--- src/rtl/four_wheel_drive_pwm_mixer_defines.svh ---
// ---------------------------------------------------------------------------
// Four-wheel drive PWM mixer: assertion macros
// Shared checking helpers; each expects clk and rst_n in scope.
// ---------------------------------------------------------------------------
`ifndef FOUR_WHEEL_DRIVE_PWM_MIXER_DEFINES_SVH
`define FOUR_WHEEL_DRIVE_PWM_MIXER_DEFINES_SVH

// Same-cycle implication, disabled while in reset.
`define FWDPM_AST_SAME(lbl, ante, cons, msg) \
  lbl: assert property (@(posedge clk) disable iff (!rst_n) (ante) |-> (cons)) \
    else $error(msg);

// Next-cycle implication, disabled while in reset.
`define FWDPM_AST_NEXT(lbl, ante, cons, msg) \
  lbl: assert property (@(posedge clk) disable iff (!rst_n) (ante) |=> (cons)) \
    else $error(msg);

`endif

--- src/rtl/fwdpm_pkg.sv ---
// ---------------------------------------------------------------------------
// fwdpm_pkg
// Types, command codes, register map and scaling table of the drive mixer.
// ---------------------------------------------------------------------------
package fwdpm_pkg;

  localparam int PCT_W    = 7;
  localparam int WIDTH_W  = 16;
  localparam int PERIOD_W = 16;
  localparam int PINS_W   = 8;
  localparam int COUNT_W  = 8;
  localparam int CORR_W   = 8;
  localparam int CMD_W    = 5;
  localparam int STATE_W  = 3;
  localparam int MIX_W    = 10;
  localparam int CFG_ADDR_W = 5;
  localparam int CFG_DATA_W = 32;
  localparam int LANES    = 4;

  localparam int PCT_FULL = 100;

  // width = (period * ceil(pct * 2^23 / 100)) >> 23 is exact for 16-bit periods
  localparam int RECIP_SHIFT = 23;
  localparam int RECIP_W     = 24;

  typedef enum logic [CMD_W-1:0] {
    CMD_BRAKE      = 5'd0,
    CMD_COAST      = 5'd1,
    CMD_FWD        = 5'd2,
    CMD_REV        = 5'd3,
    CMD_CW         = 5'd4,
    CMD_CCW        = 5'd5,
    CMD_STRAFE_L   = 5'd6,
    CMD_STRAFE_R   = 5'd7,
    CMD_TRIM_FWD   = 5'd8,
    CMD_TRIM_REV   = 5'd9,
    CMD_TRIM_LEFT  = 5'd10,
    CMD_TRIM_RIGHT = 5'd11,
    CMD_PAN_DUTY   = 5'd12,
    CMD_TILT_DUTY  = 5'd13,
    CMD_PAN_LEFT   = 5'd14,
    CMD_PAN_CENTER = 5'd15,
    CMD_PAN_RIGHT  = 5'd16
  } cmd_t;

  typedef enum logic [STATE_W-1:0] {
    DS_IDLE     = 3'd0,
    DS_FWD      = 3'd1,
    DS_REV      = 3'd2,
    DS_CW       = 3'd3,
    DS_CCW      = 3'd4,
    DS_STRAFE_L = 3'd5,
    DS_STRAFE_R = 3'd6
  } drive_state_t;

  typedef enum logic [2:0] {
    REG_UPPER_LIMIT = 3'd0,
    REG_LOWER_LIMIT = 3'd1,
    REG_MOTOR_PER   = 3'd2,
    REG_PAN_PER     = 3'd3,
    REG_TILT_PER    = 3'd4,
    REG_PAN_LEFT    = 3'd5,
    REG_PAN_CENTER  = 3'd6,
    REG_PAN_RIGHT   = 3'd7
  } reg_idx_t;

  typedef struct packed {
    logic [PCT_W-1:0]    upper_limit;
    logic [PCT_W-1:0]    lower_limit;
    logic [PERIOD_W-1:0] motor_period;
    logic [PERIOD_W-1:0] pan_period;
    logic [PERIOD_W-1:0] tilt_period;
    logic [PCT_W-1:0]    pan_left_duty;
    logic [PCT_W-1:0]    pan_center_duty;
    logic [PCT_W-1:0]    pan_right_duty;
  } cfg_t;

  typedef logic [LANES-1:0][PCT_W-1:0] lane_pct_t;

  // H-bridge pattern per drive state; idle and the unused code drive nothing
  localparam logic [PINS_W-1:0] STATE_PINS [8] = '{
    8'h00, 8'h55, 8'hAA, 8'h99, 8'h66, 8'h96, 8'h69, 8'h00
  };

  typedef logic [RECIP_W-1:0] recip_tbl_t [128];

  function automatic recip_tbl_t build_recip_tbl();
    recip_tbl_t t;
    for (int i = 0; i < 128; i++) begin
      t[i] = RECIP_W'(((longint'(i) << RECIP_SHIFT) + PCT_FULL - 1) / PCT_FULL);
    end
    return t;
  endfunction

  localparam recip_tbl_t RECIP_TBL = build_recip_tbl();

  function automatic logic [PCT_W-1:0] sat_pct(input logic [PCT_W-1:0] d);
    return (d > PCT_W'(PCT_FULL)) ? PCT_W'(PCT_FULL) : d;
  endfunction

endpackage

--- src/rtl/fwdpm_if.sv ---
// ---------------------------------------------------------------------------
// fwdpm_if
// Valid/ready channels for drive commands and the reported drive status.
// ---------------------------------------------------------------------------
interface fwdpm_cmd_if;
  logic                                 valid;
  logic                                 ready;
  logic [fwdpm_pkg::CMD_W-1:0]          command;
  logic [fwdpm_pkg::PCT_W-1:0]          duty;
  logic [fwdpm_pkg::COUNT_W-1:0]        move_target;
  logic signed [fwdpm_pkg::CORR_W-1:0]  correction_a;
  logic signed [fwdpm_pkg::CORR_W-1:0]  correction_b;

  modport source (output valid, command, duty, move_target, correction_a, correction_b,
                  input ready);
  modport sink   (input valid, command, duty, move_target, correction_a, correction_b,
                  output ready);
endinterface

interface fwdpm_res_if;
  logic                                valid;
  logic                                ready;
  logic [fwdpm_pkg::WIDTH_W-1:0]       width_m1;
  logic [fwdpm_pkg::WIDTH_W-1:0]       width_m2;
  logic [fwdpm_pkg::WIDTH_W-1:0]       width_m3;
  logic [fwdpm_pkg::WIDTH_W-1:0]       width_m4;
  logic [fwdpm_pkg::PINS_W-1:0]        bridge_pins;
  logic [fwdpm_pkg::WIDTH_W-1:0]       pan_width;
  logic [fwdpm_pkg::WIDTH_W-1:0]       tilt_width;
  logic [fwdpm_pkg::STATE_W-1:0]       drive_state;
  logic [fwdpm_pkg::COUNT_W-1:0]       move_count;

  modport source (output valid, width_m1, width_m2, width_m3, width_m4, bridge_pins,
                  pan_width, tilt_width, drive_state, move_count,
                  input ready);
  modport sink   (input valid, width_m1, width_m2, width_m3, width_m4, bridge_pins,
                  pan_width, tilt_width, drive_state, move_count,
                  output ready);
endinterface

--- src/rtl/fwdpm_cfg.sv ---
// ---------------------------------------------------------------------------
// fwdpm_cfg
// APB-style register file holding limits, periods and pan presets.
// ---------------------------------------------------------------------------
module fwdpm_cfg (
  input  logic                                clk,
  input  logic                                rst_n,
  input  logic                                psel,
  input  logic                                penable,
  input  logic                                pwrite,
  input  logic [fwdpm_pkg::CFG_ADDR_W-1:0]    paddr,
  input  logic [fwdpm_pkg::CFG_DATA_W-1:0]    pwdata,
  output logic [fwdpm_pkg::CFG_DATA_W-1:0]    prdata,
  output logic                                pready,
  output fwdpm_pkg::cfg_t                     cfg
);

  fwdpm_pkg::cfg_t     cfg_r;
  fwdpm_pkg::reg_idx_t idx;
  logic                wr_en;

  assign pready = 1'b1;
  assign wr_en  = psel && penable && pwrite;
  assign idx    = fwdpm_pkg::reg_idx_t'(paddr[4:2]);
  assign cfg    = cfg_r;

  always_ff @(posedge clk) begin
    if (!rst_n) begin
      cfg_r.upper_limit     <= fwdpm_pkg::PCT_W'(fwdpm_pkg::PCT_FULL);
      cfg_r.lower_limit     <= '0;
      cfg_r.motor_period    <= fwdpm_pkg::PERIOD_W'(1000);
      cfg_r.pan_period      <= fwdpm_pkg::PERIOD_W'(1000);
      cfg_r.tilt_period     <= fwdpm_pkg::PERIOD_W'(1000);
      cfg_r.pan_left_duty   <= '0;
      cfg_r.pan_center_duty <= '0;
      cfg_r.pan_right_duty  <= '0;
    end else if (wr_en) begin
      case (idx)
        fwdpm_pkg::REG_UPPER_LIMIT: cfg_r.upper_limit     <= pwdata[fwdpm_pkg::PCT_W-1:0];
        fwdpm_pkg::REG_LOWER_LIMIT: cfg_r.lower_limit     <= pwdata[fwdpm_pkg::PCT_W-1:0];
        fwdpm_pkg::REG_MOTOR_PER:   cfg_r.motor_period    <= pwdata[fwdpm_pkg::PERIOD_W-1:0];
        fwdpm_pkg::REG_PAN_PER:     cfg_r.pan_period      <= pwdata[fwdpm_pkg::PERIOD_W-1:0];
        fwdpm_pkg::REG_TILT_PER:    cfg_r.tilt_period     <= pwdata[fwdpm_pkg::PERIOD_W-1:0];
        fwdpm_pkg::REG_PAN_LEFT:    cfg_r.pan_left_duty   <= pwdata[fwdpm_pkg::PCT_W-1:0];
        fwdpm_pkg::REG_PAN_CENTER:  cfg_r.pan_center_duty <= pwdata[fwdpm_pkg::PCT_W-1:0];
        fwdpm_pkg::REG_PAN_RIGHT:   cfg_r.pan_right_duty  <= pwdata[fwdpm_pkg::PCT_W-1:0];
        default: ;
      endcase
    end
  end

  always_comb begin
    prdata = '0;
    case (idx)
      fwdpm_pkg::REG_UPPER_LIMIT: prdata = 32'(cfg_r.upper_limit);
      fwdpm_pkg::REG_LOWER_LIMIT: prdata = 32'(cfg_r.lower_limit);
      fwdpm_pkg::REG_MOTOR_PER:   prdata = 32'(cfg_r.motor_period);
      fwdpm_pkg::REG_PAN_PER:     prdata = 32'(cfg_r.pan_period);
      fwdpm_pkg::REG_TILT_PER:    prdata = 32'(cfg_r.tilt_period);
      fwdpm_pkg::REG_PAN_LEFT:    prdata = 32'(cfg_r.pan_left_duty);
      fwdpm_pkg::REG_PAN_CENTER:  prdata = 32'(cfg_r.pan_center_duty);
      fwdpm_pkg::REG_PAN_RIGHT:   prdata = 32'(cfg_r.pan_right_duty);
      default:                    prdata = '0;
    endcase
  end

endmodule

--- src/rtl/fwdpm_mix.sv ---
// ---------------------------------------------------------------------------
// fwdpm_mix
// Trim mixer: duty plus or minus the corrections, clamped per motor.
// ---------------------------------------------------------------------------
module fwdpm_mix (
  input  logic [fwdpm_pkg::CMD_W-1:0]         cmd,
  input  logic [fwdpm_pkg::PCT_W-1:0]         duty,
  input  logic signed [fwdpm_pkg::CORR_W-1:0] corr_a,
  input  logic signed [fwdpm_pkg::CORR_W-1:0] corr_b,
  input  logic [fwdpm_pkg::PCT_W-1:0]         upper_limit,
  input  logic [fwdpm_pkg::PCT_W-1:0]         lower_limit,
  output fwdpm_pkg::lane_pct_t                lane_pct
);

  localparam int MW = fwdpm_pkg::MIX_W;

  logic signed [MW-1:0] d_s, a_s, b_s, up_s, lo_s;
  logic signed [MW-1:0] dpa, dma, dpb, dmb;
  logic signed [MW-1:0] mix [fwdpm_pkg::LANES];
  logic signed [MW-1:0] clamped [fwdpm_pkg::LANES];

  assign d_s  = signed'(MW'(duty));
  assign a_s  = MW'(corr_a);
  assign b_s  = MW'(corr_b);
  assign up_s = signed'(MW'(upper_limit));
  assign lo_s = signed'(MW'(lower_limit));

  assign dpa = d_s + a_s;
  assign dma = d_s - a_s;
  assign dpb = d_s + b_s;
  assign dmb = d_s - b_s;

  // Pick the sign pattern of each trim mode
  always_comb begin
    mix[0] = dma; mix[1] = dpa; mix[2] = dpb; mix[3] = dmb;
    case (cmd)
      fwdpm_pkg::CMD_TRIM_REV: begin
        mix[0] = dpa; mix[1] = dma; mix[2] = dmb; mix[3] = dpb;
      end
      fwdpm_pkg::CMD_TRIM_LEFT: begin
        mix[0] = dpa; mix[1] = dmb; mix[2] = dma; mix[3] = dpb;
      end
      fwdpm_pkg::CMD_TRIM_RIGHT: begin
        mix[0] = dma; mix[1] = dpb; mix[2] = dpa; mix[3] = dmb;
      end
      default: ;
    endcase
  end

  // Upper limit is tested first; with crossed limits, values above it take the upper one, all others the lower one
  always_comb begin
    for (int k = 0; k < fwdpm_pkg::LANES; k++) begin
      if (mix[k] > up_s) begin
        clamped[k] = up_s;
      end else if (mix[k] < lo_s) begin
        clamped[k] = lo_s;
      end else begin
        clamped[k] = mix[k];
      end
      lane_pct[k] = fwdpm_pkg::sat_pct(clamped[k][fwdpm_pkg::PCT_W-1:0]);
    end
  end

endmodule

--- src/rtl/fwdpm_scale.sv ---
// ---------------------------------------------------------------------------
// fwdpm_scale
// Percent to pulse width: pct * period / 100 via a reciprocal table.
// ---------------------------------------------------------------------------
module fwdpm_scale #(
  parameter int PERIOD_BITS = 16
) (
  input  logic [fwdpm_pkg::PCT_W-1:0]    pct,
  input  logic [fwdpm_pkg::PERIOD_W-1:0] period,
  output logic [fwdpm_pkg::WIDTH_W-1:0]  width
);

  localparam int PW       = fwdpm_pkg::PERIOD_W;
  localparam int EFF_BITS = (PERIOD_BITS < PW) ? PERIOD_BITS : PW;
  localparam logic [PW-1:0] PERIOD_MASK = PW'((64'(1) << EFF_BITS) - 64'(1));
  localparam int PROD_W   = PW + fwdpm_pkg::RECIP_W;

  logic [PW-1:0]                    per_m;
  logic [fwdpm_pkg::RECIP_W-1:0]    recip;
  logic [PROD_W-1:0]                prod;

  assign per_m = period & PERIOD_MASK;
  assign recip = fwdpm_pkg::RECIP_TBL[pct];
  assign prod  = PROD_W'(per_m) * PROD_W'(recip);
  assign width = prod[fwdpm_pkg::RECIP_SHIFT +: fwdpm_pkg::WIDTH_W];

endmodule

--- src/rtl/four_wheel_drive_pwm_mixer.sv ---
// ---------------------------------------------------------------------------
// four_wheel_drive_pwm_mixer
// Drive command mixer for four motors, H-bridge pins and a pan/tilt head.
// ---------------------------------------------------------------------------
// An accepted command passes the command register, then the status register, before
//   its status is valid on out_chan. Throughput: 1 item per cycle while out_chan is ready; the
//   two registers form a two-entry pipeline, so a new item is taken while a status waits.
// Per item: one pass of mix, clamp and one 16x24 table multiply per lane.
// Reset (rst_n low, synchronous): widths, pins, state and count clear to zero,
//   registers return to their defaults, both channels go empty.
// ---------------------------------------------------------------------------
`include "four_wheel_drive_pwm_mixer_defines.svh"

module four_wheel_drive_pwm_mixer #(
  parameter int PERIOD_BITS = 16
) (
  input  logic                              clk,
  input  logic                              rst_n,
  fwdpm_cmd_if.sink                         in_chan,
  fwdpm_res_if.source                       out_chan,
  input  logic                              psel,
  input  logic                              penable,
  input  logic                              pwrite,
  input  logic [fwdpm_pkg::CFG_ADDR_W-1:0]  paddr,
  input  logic [fwdpm_pkg::CFG_DATA_W-1:0]  pwdata,
  output logic [fwdpm_pkg::CFG_DATA_W-1:0]  prdata,
  output logic                              pready
);

  localparam int LN = fwdpm_pkg::LANES;

  fwdpm_pkg::cfg_t cfg;

  // Command register
  logic                                 s1_valid_r;
  logic [fwdpm_pkg::CMD_W-1:0]          s1_cmd_r;
  logic [fwdpm_pkg::PCT_W-1:0]          s1_duty_r;
  logic [fwdpm_pkg::COUNT_W-1:0]        s1_target_r;
  logic signed [fwdpm_pkg::CORR_W-1:0]  s1_a_r;
  logic signed [fwdpm_pkg::CORR_W-1:0]  s1_b_r;

  // Status register; it is the drive state itself, reported after every item
  logic                                 out_valid_r;
  logic [fwdpm_pkg::WIDTH_W-1:0]        widths_r   [LN];
  logic [fwdpm_pkg::WIDTH_W-1:0]        widths_nxt [LN];
  logic [fwdpm_pkg::PINS_W-1:0]         pins_r, pins_nxt;
  logic [fwdpm_pkg::WIDTH_W-1:0]        pan_r, pan_nxt;
  logic [fwdpm_pkg::WIDTH_W-1:0]        tilt_r, tilt_nxt;
  fwdpm_pkg::drive_state_t              mode_r, mode_nxt;
  logic [fwdpm_pkg::COUNT_W-1:0]        count_r, count_nxt;

  logic                                 adv;
  logic [fwdpm_pkg::PCT_W-1:0]          duty_sat;
  logic [fwdpm_pkg::STATE_W-1:0]        move_state;
  fwdpm_pkg::lane_pct_t                 trim_pct;
  fwdpm_pkg::lane_pct_t                 lane_pct;
  logic [fwdpm_pkg::PERIOD_W-1:0]       lane_per [LN];
  logic [fwdpm_pkg::WIDTH_W-1:0]        lane_w   [LN];

  // -------------------------------------------------------------------------
  // Configuration registers
  // -------------------------------------------------------------------------
  fwdpm_cfg u_cfg (
    .clk     (clk),
    .rst_n   (rst_n),
    .psel    (psel),
    .penable (penable),
    .pwrite  (pwrite),
    .paddr   (paddr),
    .pwdata  (pwdata),
    .prdata  (prdata),
    .pready  (pready),
    .cfg     (cfg)
  );

  // -------------------------------------------------------------------------
  // Handshake: advance the command into the status register whenever the
  // status slot is free or being drained this cycle.
  // -------------------------------------------------------------------------
  assign adv           = s1_valid_r && (!out_valid_r || out_chan.ready);
  assign in_chan.ready = !s1_valid_r || adv;

  always_ff @(posedge clk) begin
    if (!rst_n) begin
      s1_valid_r <= 1'b0;
    end else if (in_chan.ready) begin
      s1_valid_r <= in_chan.valid;
    end
  end

  // Hold payload until the next accepted item
  always_ff @(posedge clk) begin
    if (in_chan.valid && in_chan.ready) begin
      s1_cmd_r    <= in_chan.command;
      s1_duty_r   <= in_chan.duty;
      s1_target_r <= in_chan.move_target;
      s1_a_r      <= in_chan.correction_a;
      s1_b_r      <= in_chan.correction_b;
    end
  end

  always_ff @(posedge clk) begin
    if (!rst_n) begin
      out_valid_r <= 1'b0;
    end else if (adv) begin
      out_valid_r <= 1'b1;
    end else if (out_chan.ready) begin
      out_valid_r <= 1'b0;
    end
  end

  // -------------------------------------------------------------------------
  // Datapath: trim mixing, then one scaler per motor lane. Lane 0 also
  // serves moves and the pan/tilt servos, which never coincide with trims.
  // -------------------------------------------------------------------------
  assign duty_sat   = fwdpm_pkg::sat_pct(s1_duty_r);
  assign move_state = fwdpm_pkg::STATE_W'(s1_cmd_r - fwdpm_pkg::CMD_W'(fwdpm_pkg::CMD_COAST));

  fwdpm_mix u_mix (
    .cmd         (s1_cmd_r),
    .duty        (duty_sat),
    .corr_a      (s1_a_r),
    .corr_b      (s1_b_r),
    .upper_limit (cfg.upper_limit),
    .lower_limit (cfg.lower_limit),
    .lane_pct    (trim_pct)
  );

  always_comb begin
    lane_pct = trim_pct;
    for (int k = 0; k < LN; k++) begin
      lane_per[k] = cfg.motor_period;
    end
    case (s1_cmd_r)
      fwdpm_pkg::CMD_TRIM_FWD, fwdpm_pkg::CMD_TRIM_REV,
      fwdpm_pkg::CMD_TRIM_LEFT, fwdpm_pkg::CMD_TRIM_RIGHT: ;
      fwdpm_pkg::CMD_PAN_DUTY: begin
        lane_pct[0] = duty_sat;
        lane_per[0] = cfg.pan_period;
      end
      fwdpm_pkg::CMD_TILT_DUTY: begin
        lane_pct[0] = duty_sat;
        lane_per[0] = cfg.tilt_period;
      end
      fwdpm_pkg::CMD_PAN_LEFT: begin
        lane_pct[0] = fwdpm_pkg::sat_pct(cfg.pan_left_duty);
        lane_per[0] = cfg.pan_period;
      end
      fwdpm_pkg::CMD_PAN_CENTER: begin
        lane_pct[0] = fwdpm_pkg::sat_pct(cfg.pan_center_duty);
        lane_per[0] = cfg.pan_period;
      end
      fwdpm_pkg::CMD_PAN_RIGHT: begin
        lane_pct[0] = fwdpm_pkg::sat_pct(cfg.pan_right_duty);
        lane_per[0] = cfg.pan_period;
      end
      default: begin
        lane_pct[0] = duty_sat;
      end
    endcase
  end

  for (genvar g = 0; g < LN; g++) begin : g_lane
    fwdpm_scale #(
      .PERIOD_BITS (PERIOD_BITS)
    ) u_scale (
      .pct    (lane_pct[g]),
      .period (lane_per[g]),
      .width  (lane_w[g])
    );
  end

  // -------------------------------------------------------------------------
  // Next drive state per command; unused codes leave everything as is
  // -------------------------------------------------------------------------
  always_comb begin
    widths_nxt = widths_r;
    pins_nxt   = pins_r;
    pan_nxt    = pan_r;
    tilt_nxt   = tilt_r;
    mode_nxt   = mode_r;
    count_nxt  = count_r;
    case (s1_cmd_r)
      fwdpm_pkg::CMD_BRAKE: begin
        pins_nxt = '0;
        mode_nxt = fwdpm_pkg::DS_IDLE;
      end
      fwdpm_pkg::CMD_COAST: begin
        for (int k = 0; k < LN; k++) begin
          widths_nxt[k] = '0;
        end
        mode_nxt = fwdpm_pkg::DS_IDLE;
      end
      fwdpm_pkg::CMD_FWD, fwdpm_pkg::CMD_REV, fwdpm_pkg::CMD_CW,
      fwdpm_pkg::CMD_CCW, fwdpm_pkg::CMD_STRAFE_L, fwdpm_pkg::CMD_STRAFE_R: begin
        for (int k = 0; k < LN; k++) begin
          widths_nxt[k] = lane_w[0];
        end
        pins_nxt  = fwdpm_pkg::STATE_PINS[move_state];
        mode_nxt  = fwdpm_pkg::drive_state_t'(move_state);
        count_nxt = s1_target_r;
      end
      fwdpm_pkg::CMD_TRIM_FWD, fwdpm_pkg::CMD_TRIM_REV,
      fwdpm_pkg::CMD_TRIM_LEFT, fwdpm_pkg::CMD_TRIM_RIGHT: begin
        widths_nxt = lane_w;
      end
      fwdpm_pkg::CMD_PAN_DUTY, fwdpm_pkg::CMD_PAN_LEFT,
      fwdpm_pkg::CMD_PAN_CENTER, fwdpm_pkg::CMD_PAN_RIGHT: begin
        pan_nxt = lane_w[0];
      end
      fwdpm_pkg::CMD_TILT_DUTY: begin
        tilt_nxt = lane_w[0];
      end
      default: ;
    endcase
  end

  always_ff @(posedge clk) begin
    if (!rst_n) begin
      for (int k = 0; k < LN; k++) begin
        widths_r[k] <= '0;
      end
      pins_r  <= '0;
      pan_r   <= '0;
      tilt_r  <= '0;
      mode_r  <= fwdpm_pkg::DS_IDLE;
      count_r <= '0;
    end else if (adv) begin
      widths_r <= widths_nxt;
      pins_r   <= pins_nxt;
      pan_r    <= pan_nxt;
      tilt_r   <= tilt_nxt;
      mode_r   <= mode_nxt;
      count_r  <= count_nxt;
    end
  end

  // -------------------------------------------------------------------------
  // Status channel
  // -------------------------------------------------------------------------
  assign out_chan.valid       = out_valid_r;
  assign out_chan.width_m1    = widths_r[0];
  assign out_chan.width_m2    = widths_r[1];
  assign out_chan.width_m3    = widths_r[2];
  assign out_chan.width_m4    = widths_r[3];
  assign out_chan.bridge_pins = pins_r;
  assign out_chan.pan_width   = pan_r;
  assign out_chan.tilt_width  = tilt_r;
  assign out_chan.drive_state = mode_r;
  assign out_chan.move_count  = count_r;

  // -------------------------------------------------------------------------
  // Checks
  // -------------------------------------------------------------------------
  `FWDPM_AST_NEXT(a_hold_state, !adv, $stable(pins_r) && $stable(mode_r) && $stable(count_r), "drive state changed without an item")
  `FWDPM_AST_SAME(a_pins_match, mode_r != fwdpm_pkg::DS_IDLE, pins_r == fwdpm_pkg::STATE_PINS[mode_r], "bridge pins disagree with drive state")
  `FWDPM_AST_NEXT(a_adv_valid, adv, out_valid_r, "advanced item not presented")

endmodule

--- src/flat_wrapper.sv ---
// flat-port wrapper written by rule: the top's interface ports become plain ports
module four_wheel_drive_pwm_mixer_flat 
#(
  parameter int PERIOD_BITS = 16
)
  (clk, rst_n, psel, penable, pwrite, paddr, pwdata, prdata, pready, in_chan_valid, in_chan_command, in_chan_duty, in_chan_move_target, in_chan_correction_a, in_chan_correction_b, in_chan_ready, out_chan_valid, out_chan_width_m1, out_chan_width_m2, out_chan_width_m3, out_chan_width_m4, out_chan_bridge_pins, out_chan_pan_width, out_chan_tilt_width, out_chan_drive_state, out_chan_move_count, out_chan_ready);
  fwdpm_cmd_if in_chan_i ();
  fwdpm_res_if out_chan_i ();
  input  logic clk;
  input  logic rst_n;
  input  logic psel;
  input  logic penable;
  input  logic pwrite;
  input  logic [fwdpm_pkg::CFG_ADDR_W-1:0] paddr;
  input  logic [fwdpm_pkg::CFG_DATA_W-1:0] pwdata;
  output logic [fwdpm_pkg::CFG_DATA_W-1:0] prdata;
  output logic pready;
  input wire logic [$bits(in_chan_i.valid)-1:0] in_chan_valid;
  input wire logic [$bits(in_chan_i.command)-1:0] in_chan_command;
  input wire logic [$bits(in_chan_i.duty)-1:0] in_chan_duty;
  input wire logic [$bits(in_chan_i.move_target)-1:0] in_chan_move_target;
  input wire logic [$bits(in_chan_i.correction_a)-1:0] in_chan_correction_a;
  input wire logic [$bits(in_chan_i.correction_b)-1:0] in_chan_correction_b;
  output wire logic [$bits(in_chan_i.ready)-1:0] in_chan_ready;
  output wire logic [$bits(out_chan_i.valid)-1:0] out_chan_valid;
  output wire logic [$bits(out_chan_i.width_m1)-1:0] out_chan_width_m1;
  output wire logic [$bits(out_chan_i.width_m2)-1:0] out_chan_width_m2;
  output wire logic [$bits(out_chan_i.width_m3)-1:0] out_chan_width_m3;
  output wire logic [$bits(out_chan_i.width_m4)-1:0] out_chan_width_m4;
  output wire logic [$bits(out_chan_i.bridge_pins)-1:0] out_chan_bridge_pins;
  output wire logic [$bits(out_chan_i.pan_width)-1:0] out_chan_pan_width;
  output wire logic [$bits(out_chan_i.tilt_width)-1:0] out_chan_tilt_width;
  output wire logic [$bits(out_chan_i.drive_state)-1:0] out_chan_drive_state;
  output wire logic [$bits(out_chan_i.move_count)-1:0] out_chan_move_count;
  input wire logic [$bits(out_chan_i.ready)-1:0] out_chan_ready;
  assign in_chan_i.valid = in_chan_valid;
  assign in_chan_i.command = in_chan_command;
  assign in_chan_i.duty = in_chan_duty;
  assign in_chan_i.move_target = in_chan_move_target;
  assign in_chan_i.correction_a = in_chan_correction_a;
  assign in_chan_i.correction_b = in_chan_correction_b;
  assign in_chan_ready = in_chan_i.ready;
  assign out_chan_valid = out_chan_i.valid;
  assign out_chan_width_m1 = out_chan_i.width_m1;
  assign out_chan_width_m2 = out_chan_i.width_m2;
  assign out_chan_width_m3 = out_chan_i.width_m3;
  assign out_chan_width_m4 = out_chan_i.width_m4;
  assign out_chan_bridge_pins = out_chan_i.bridge_pins;
  assign out_chan_pan_width = out_chan_i.pan_width;
  assign out_chan_tilt_width = out_chan_i.tilt_width;
  assign out_chan_drive_state = out_chan_i.drive_state;
  assign out_chan_move_count = out_chan_i.move_count;
  assign out_chan_i.ready = out_chan_ready;
  four_wheel_drive_pwm_mixer #(.PERIOD_BITS(PERIOD_BITS)) u_core (.clk(clk), .rst_n(rst_n), .in_chan(in_chan_i), .out_chan(out_chan_i), .psel(psel), .penable(penable), .pwrite(pwrite), .paddr(paddr), .pwdata(pwdata), .prdata(prdata), .pready(pready));
endmodule
--- config.mk ---
export PLATFORM = sky130hd
export DESIGN_NAME = four_wheel_drive_pwm_mixer_flat
export DESIGN_NICKNAME = d
export VERILOG_FILES = /design/src/rtl/fwdpm_pkg.sv /design/src/rtl/fwdpm_if.sv /design/src/rtl/fwdpm_cfg.sv /design/src/rtl/fwdpm_mix.sv /design/src/rtl/fwdpm_scale.sv /design/src/rtl/four_wheel_drive_pwm_mixer.sv /design/src/flat_wrapper.sv
export VERILOG_INCLUDE_DIRS = /design/src /design/src/rtl
export SDC_FILE = /design/constraint.sdc
export NUM_CORES = 2
export LEC_CHECK = 0
export BUFFER_PORTS_ARGS = -buffer_cell sky130_fd_sc_hd__buf_2
export CAP_MARGIN = 30
export CORE_MARGIN = 1
export CORE_UTILIZATION = 51
export DETAILED_ROUTE_END_ITERATION = 8
export GPL_TIMING_DRIVEN = 0
export HOLD_SLACK_MARGIN = 0.12
export PLACE_DENSITY_LB_ADDON = 0.12
export SLEW_MARGIN = 20
export SYNTH_ARGS = -nofsm -noshare
export SYNTH_HDL_FRONTEND = slang
export SYNTH_SLANG_ARGS = --single-unit
--- constraint.sdc ---
create_clock -name clk -period 15.5 [get_ports clk]
set_input_delay 0.775 -clock clk [delete_from_list [all_inputs] [get_ports clk]]
set_output_delay 0.775 -clock clk [all_outputs]
set_load 0.01 [all_outputs]
Word level (Yosys, flattened, before mapping)
Memories as Yosys holds them, arrays and structs flattened.
Cells that the tools add are included.
{ "totals": {"inputBits": 80, "rom_bits": 12352, "memories": 5, "wordCells": 154, "regBits": 236, "output_inout_bits": 150} }
{ "memory_table": {"columns": ["memory", "words", "word_bits", "rd", "rd_ports_with_merged_regs", "write_ports", "line", "text"], "rows": [
  ["(name not given)", 128, 24, 1, 0, 0, "fwdpm_scale.sv:23", "assign recip = fwdpm_pkg::RECIP_TBL[pct];"],
  ["(name not given)", 128, 24, 1, 0, 0, "fwdpm_scale.sv:23", null],
  ["(name not given)", 128, 24, 1, 0, 0, "fwdpm_scale.sv:23", null],
  ["(name not given)", 128, 24, 1, 0, 0, "fwdpm_scale.sv:23", null],
  ["(name not given)", 8, 8, 1, 0, 0, "four_wheel_drive_pwm_mixer.sv:199", "pins_nxt = fwdpm_pkg::STATE_PINS[move_state];"]
]} }
{ "op_classes": {"multipliers": 4, "n_bitwise": 5, "muxes": 35, "magnitude_cmp": 21, "n_reduce_logical": 32, "add_sub_neg": 5, "n_eq_ne": 23} }
{ "ops": {"columns": ["operator", "count"], "rows": [
  ["$pmux 32 s8", 1],
  ["$mux 24", 8],
  ["$pmux 64 s3", 1],
  ["$mul 16x24->39", 4],
  ["$pmux 40 s3", 1],
  ["$mux 7", 16],
  ["$gt 7x7->1 const B", 8],
  ["$eq 5x4->1 const B", 8],
  ["$gt 10x8->1", 4],
  ["$lt 10x8->1", 4],
  ["$ge 8x8->1 const B", 4],
  ["$not 7->8", 4],
  ["$pmux 16 s2", 1],
  ["$pmux 7 s4", 1],
  ["$reduce_and 2->1", 14],
  ["$eq 5x3->1 const B", 4],
  ["$add 8x8->9", 2],
  ["$sub 8x8->9", 2],
  ["$mux 8", 2],
  ["$pmux 8 s2", 1],
  ["$eq 3x3->1 const B", 4],
  ["$eq 5x2->1 const B", 2],
  ["$reduce_or 4->1", 2],
  ["$eq 3x2->1 const B", 2],
  ["17 further kinds", 25]
]} }

Depth between registers and ports, before layout
{ "depth": {"depth_word": 16, "ltp_mapped": 66, "mapped_depth_nobuf": 61} }

Hierarchy
A second synthesis with hierarchy kept.
{ "hier_totals": {"cells_unflattened": 9305, "area_unflattened_um2": 74441.4} }
{ "by_module_without_submodules": {"columns": ["module", "seq_area_each_um2", "instances", "area_per_inst_um2", "cells_each"], "rows": [
  ["fwdpm_scale at u_core.g_lane[1].u_scale ...", 0.0, 2, 14749.1, 1860],
  ["fwdpm_scale at u_core.g_lane[0].u_scale", 0.0, 1, 14924.3, 1887],
  ["fwdpm_scale at u_core.g_lane[3].u_scale", 0.0, 1, 14646.5, 1872],
  ["four_wheel_drive_pwm_mixer", 3423.3, 1, 6621.4, 689],
  ["fwdpm_mix", 0.0, 1, 4728.3, 651],
  ["fwdpm_cfg", 1661.6, 1, 4022.6, 486]
]} }

Least setup slack after synthesis
No wires, ideal clock.
{ "synth_path": {"kind": "register -> register", "start": "reg u_core.s1_duty_r[0] (netlist name)", "end": "reg u_core.widths_r (netlist bit u_core.out_chan.width_m4[14])", "arrival_time_ns": 13.449, "t_required_ns": 15.383, "setup_time_ns": 0.117, "synth_period_minus_slack_ns": 13.566, "setup_slack_ns": 1.934, "stages_incl_launch_ff": 60, "path_buffers": 4, "path_cell_list": "edfxtp_1 o21ai_0 a21oi_1 nor2b_1 ha_1 nand2b_1 a2111oi_1 or3_1 a21oi_1 or2_2 ha_1 o21a_1 o22a_1 o21ai_0 o211ai_1 nor2_1 a221o_1 clkbuf_1 [... 24 more ...] inv_1 fa_1 ha_1 a21o_1 a21oi_1 a21boi_0 o21ai_0 or2_2 o32ai_1 a21o_1 o21ai_1 o41a_1 a21o_1 a21oi_1 o21bai_1 a21oi_1 xor2_1 o2bb2ai_1"} }
{ "synth_via": {"elab_chain_len": 16, "elab_cells_between_ends": 31, "cone_classes": "add/sub: 4; mul: 2; order compare: 7; mux: 14; bitwise: 2; memory: 2"} }
{ "synth_lines": {"columns": ["element", "line", "text"], "rows": [
  ["start, declared", "four_wheel_drive_pwm_mixer.sv:37", "logic [fwdpm_pkg::PCT_W-1:0] s1_duty_r;"],
  ["start signal, assigned", "four_wheel_drive_pwm_mixer.sv:95", "s1_duty_r <= in_chan.duty;"],
  ["$gt 7x7->1", "fwdpm_pkg.sv:98", "return (d > PCT_W'(PCT_FULL)) ? PCT_W'(PCT_FULL) : d;"],
  ["$mux 7 (*)", "fwdpm_pkg.sv:98", null],
  ["$sub 8x8->9 / $add 8x8->9 (equally long branches)", "fwdpm_mix.sv:29, fwdpm_mix.sv:28", null],
  ["$pmux 40 s3", "fwdpm_mix.sv:36", "case (cmd)"],
  ["$lt 10x8->1", "fwdpm_mix.sv:55", "end else if (mix[k] < lo_s) begin"],
  ["$mux 7", "fwdpm_mix.sv:55", null],
  ["$mux 7", "fwdpm_mix.sv:53", "if (mix[k] > up_s) begin"],
  ["$gt 7x7->1", "fwdpm_pkg.sv:98", null],
  ["$mux 7", "fwdpm_pkg.sv:98", null],
  ["$pmux 7 s4", "four_wheel_drive_pwm_mixer.sv:134", "case (s1_cmd_r)"],
  ["$not 7->8 (implied by the code)", "fwdpm_scale.sv:23", null],
  ["$mem_v2 128x24", null, null],
  ["$mux 24 (implied by the code) (2 in series)", "fwdpm_scale.sv:23", null],
  ["$mul 16x24->39", "fwdpm_scale.sv:24", "assign prod = PROD_W'(per_m) * PROD_W'(recip);"],
  ["$pmux 64 s3 (*)", "four_wheel_drive_pwm_mixer.sv:183", "case (s1_cmd_r)"],
  ["end signal, assigned", "four_wheel_drive_pwm_mixer.sv:229", "widths_r <= widths_nxt;"],
  ["end, declared", "four_wheel_drive_pwm_mixer.sv:44", "logic [fwdpm_pkg::WIDTH_W-1:0] widths_r [LN];"]
]} }
Every way passes the cells marked *; elsewhere a longest branch is shown, timed or not. The select of a mux whose other input is x is not followed.
A chain may end at the register's enable or synchronous reset.

Worst setup path in the final report
{ "layout_path": {"start": "reg u_core.s1_duty_r[0] (netlist name)", "end": "reg u_core.widths_r (netlist bit u_core.out_chan.width_m2[6])"} }
Same word-level chain as after synthesis.

==> flow_metrics.env <==
export IMPL_outcome="finished, final reports clean"
export IMPL_dp_cells=11500
export IMPL_drtPass1Iterations=6
export IMPL_vias=72300
export IMPL_holdCritPathClass="in2reg"
export IMPL_final_setup_viol_count=0
export IMPL_grt_setup_unrepaired="yes"
export IMPL_routed_via_density=6.22
export IMPL_htree_levels=1
export IMPL_start_kind="flip-flop"
export IMPL_grt_pass1_wl_um=465000
export IMPL_final_cells=11600
export IMPL_grt_max_degree=33
export IMPL_maxCapViolCount=0
export IMPL_cts_tree="done"
export IMPL_yosysSeqAreaShare_pct=7.03
export IMPL_start_util_pct=51.6
export IMPL_cts_buffer_depth=3
export IMPL_crit_path_frequent_cell="fa_1"
export IMPL_clock_latency_ns=0.64
export IMPL_synthFlopType="dfxtp_1"
export IMPL_area_growth_pct=9.55
export IMPL_cts_clk_slew_worst_paths_ns=0.07
export IMPL_die_x_um=379
export IMPL_core_area_um2=140000
export IMPL_drc_errors=0
export IMPL_antenna_found_initial=24
export IMPL_relSlewSlack_pct=24.0
export IMPL_port_buffers=184
export IMPL_synth_cell_area_um2=72300
export IMPL_crit_type="reg2reg"
export IMPL_gr_total_overflow=0
export IMPL_cp_end_kind="flip-flop"
export IMPL_drt_iter0_drc=8907
export IMPL_yosys_top_cells_count="1679 x inv_1, 1638 x nand2_1, 1220 x fa_1, 570 x a21oi_1, 556 x ha_1"
export IMPL_dieHeight_um=379
export IMPL_grt_util_all_layers_pct=43.9
export IMPL_cts_root_buffer="clkbuf_16"
export IMPL_critPathRequiredTime_ns=16.08
export IMPL_finalCritPeriodShare_pct=97.9
export IMPL_fin_util_pct=56.6
export IMPL_gp_congestion=1.11
export IMPL_ant_nets=0
export IMPL_holdWs_ns=0.354
export IMPL_slowest_stage="o21ai_1"
export IMPL_finalWirelength_um=316000
export IMPL_syn_avg_cell_area_um2=7.73
export IMPL_synthTopCellsByArea="fa_1 34%, ha_1 9.6%, inv_1 8.7%"
export IMPL_crit_arrival_ns=15.76
export IMPL_fin_skew_ns=0.0638
export IMPL_synth_edf_count=36
export IMPL_synth_top_area_share_pct=33.8
export IMPL_async_flop_share_pct=0
export IMPL_synth_warnings=0
export IMPL_design_die_area_um2=143000
export IMPL_period_needed_ns=15.18
export IMPL_max_clock_freq_mhz=65.9
export IMPL_rows=137
export IMPL_slew_violations=0
export IMPL_ys_ff_latch=236
export IMPL_cts_buffers=28
export IMPL_worst_pin_slew_ns=1.14
export IMPL_clkSinkCount=236
export IMPL_nFillCells=13400
export IMPL_synth_most_common_cell="inv_1"
export IMPL_post_dp_hpwl_um=254000
export IMPL_wire_per_inst_um=27.1
export IMPL_grt_pass1_vias=72000
export IMPL_yosysUniqueCellTypes=122
export IMPL_max_stage_delay_ns=0.69
export IMPL_drive_gt1_share_pct=8.36
export IMPL_io_pins=230
export IMPL_yosys_area_top_type="fa_1"
export IMPL_hold_violations=0
export IMPL_path_max_fanout=12
export IMPL_final_nets=11600
export IMPL_synth_cells=9357
## area by class of cell
type                       count  area [um^2]  area share (%)
antenna                       24         60.1          0.0758
buffer                       597         2590            3.27
clock buffer                  39          835            1.05
clock inverter                12          136           0.172
inverter                    1687         6350            8.01
multi-input combinational   6836        59800            75.4
sequential                   236         5080            6.42
tap                         1876         2350            2.96
timing repair buffer         316         2050            2.59
## registers in the layout, summed over array words and instances, names as in the netlist
name / cells
u_core.u_cfg.cfg: 83
u_core.out_chan.pan_width: 16
u_core.out_chan.tilt_width: 16
u_core.out_chan.width_m1: 16
u_core.out_chan.width_m2: 16
u_core.out_chan.width_m3: 16
u_core.out_chan.width_m4: 16
u_core.out_chan.bridge_pins: 8
u_core.out_chan.move_count: 8
u_core.s1_a_r: 8
u_core.s1_b_r: 8
u_core.s1_target_r: 8
u_core.s1_duty_r: 7
u_core.s1_cmd_r: 5
u_core.out_chan.drive_state: 3
u_core.out_chan.valid: 1
u_core.s1_valid_r: 1
## kinds of logic after synthesis
logic type,synth area share (%)
DFF,7.03
buffers and inverters,12.1
muxes,1.43
adders and majority gates,43.4
AOI/OAI and AO/OA,16.1
xor gates and xnor gates,1.37
other,0.0104
and+or+nand+nor,18.5
## through the flow
stage,instance area (um^2),worst slack (ns),TNS (ns)
after floorplan,72400,1.93,0
after global placement,75700,-3.89,-269.17
after detailed placement,76400,-3.16,-215.10
after CTS,78100,0.00228,0
after global routing,79200,-0.140,-0.477
final,79200,0.320,0
## timing repair
| action | CTS | global route |
|---|---|---|
| hold buffers | 0 | 0 |
| setup endpoints to repair | 96 | 87 |
| setup buffers | 14 | 49 |
| gates resized for setup | 178 | 234 |
| pin swaps | 6 | 26 |
## worst max-delay path: cells and delay by family, from the launching register on
family / cells / cell delay (ns)
AOI/OAI and AO/OA: 26 / 6.37
adders and majority gates: 10 / 4.42
buffers and inverters: 9 / 1.76
and+or+nand+nor: 7 / 1.27
xor gates and xnor gates: 2 / 0.54
DFF: 1 / 0.41
muxes: 1 / 0.35
## per-layer routing
metal	vias up	routed length [um]	part of all wire (%)	GRT usage, %
met1	35600	117000	37	56.2
li1	30600	-	-	-
met5	-	132	0.042	0
met4	20	24200	7.7	27.1
met2	4902	133000	42	65.3
met3	1098	40900	13	12.8
## cell usage in the layout, fill, tap and decap left out, types with 30 or more instances in the layout
| master | n |
|---|---|
| and3_1 | 66 |
| inv_1 | 1675 |
| o22ai_1 | 43 |
| nand3_1 | 121 |
| nand4_1 | 34 |
| nor3_1 | 98 |
| buf_1 | 40 |
| a31oi_1 | 48 |
| edfxtp_1 | 36 |
| a221oi_1 | 40 |
| and2_1 | 326 |
| or3_1 | 30 |
| clkbuf_1 | 384 |
| buf_2 | 231 |
| a21oi_1 | 548 |
| a211oi_1 | 73 |
| nor2_1 | 525 |
| nor2b_1 | 47 |
| o21a_1 | 37 |
| fa_1 | 1220 |
| o21ai_0 | 358 |
| xnor2_1 | 78 |
| clkbuf_16 | 30 |
| buf_4 | 114 |
| o221ai_1 | 30 |
| nand2_1 | 1635 |
| clkbuf_2 | 96 |
| mux2i_1 | 73 |
| a21o_1 | 83 |
| nand2b_1 | 54 |
| ha_1 | 550 |
| o211ai_1 | 90 |
| dfxtp_1 | 200 |
## worst paths after layout
check	from	end	slack [ns]	cells after the start
hold / removal	in_chan_correction_a[6]	u_core.s1_a_r[6]	0.35	1
setup / recovery	u_core.s1_duty_r[0]	u_core.out_chan.width_m2[6]	0.32	55
hold reg to reg	u_core.out_chan.pan_width[11]	u_core.out_chan.pan_width[11]	0.45	2
setup reg to reg	u_core.s1_duty_r[0]	u_core.out_chan.width_m2[6]	0.32	55
Power is not shown: default switching activity piles up to over one toggle a cycle in this logic, so the estimate is an artifact.
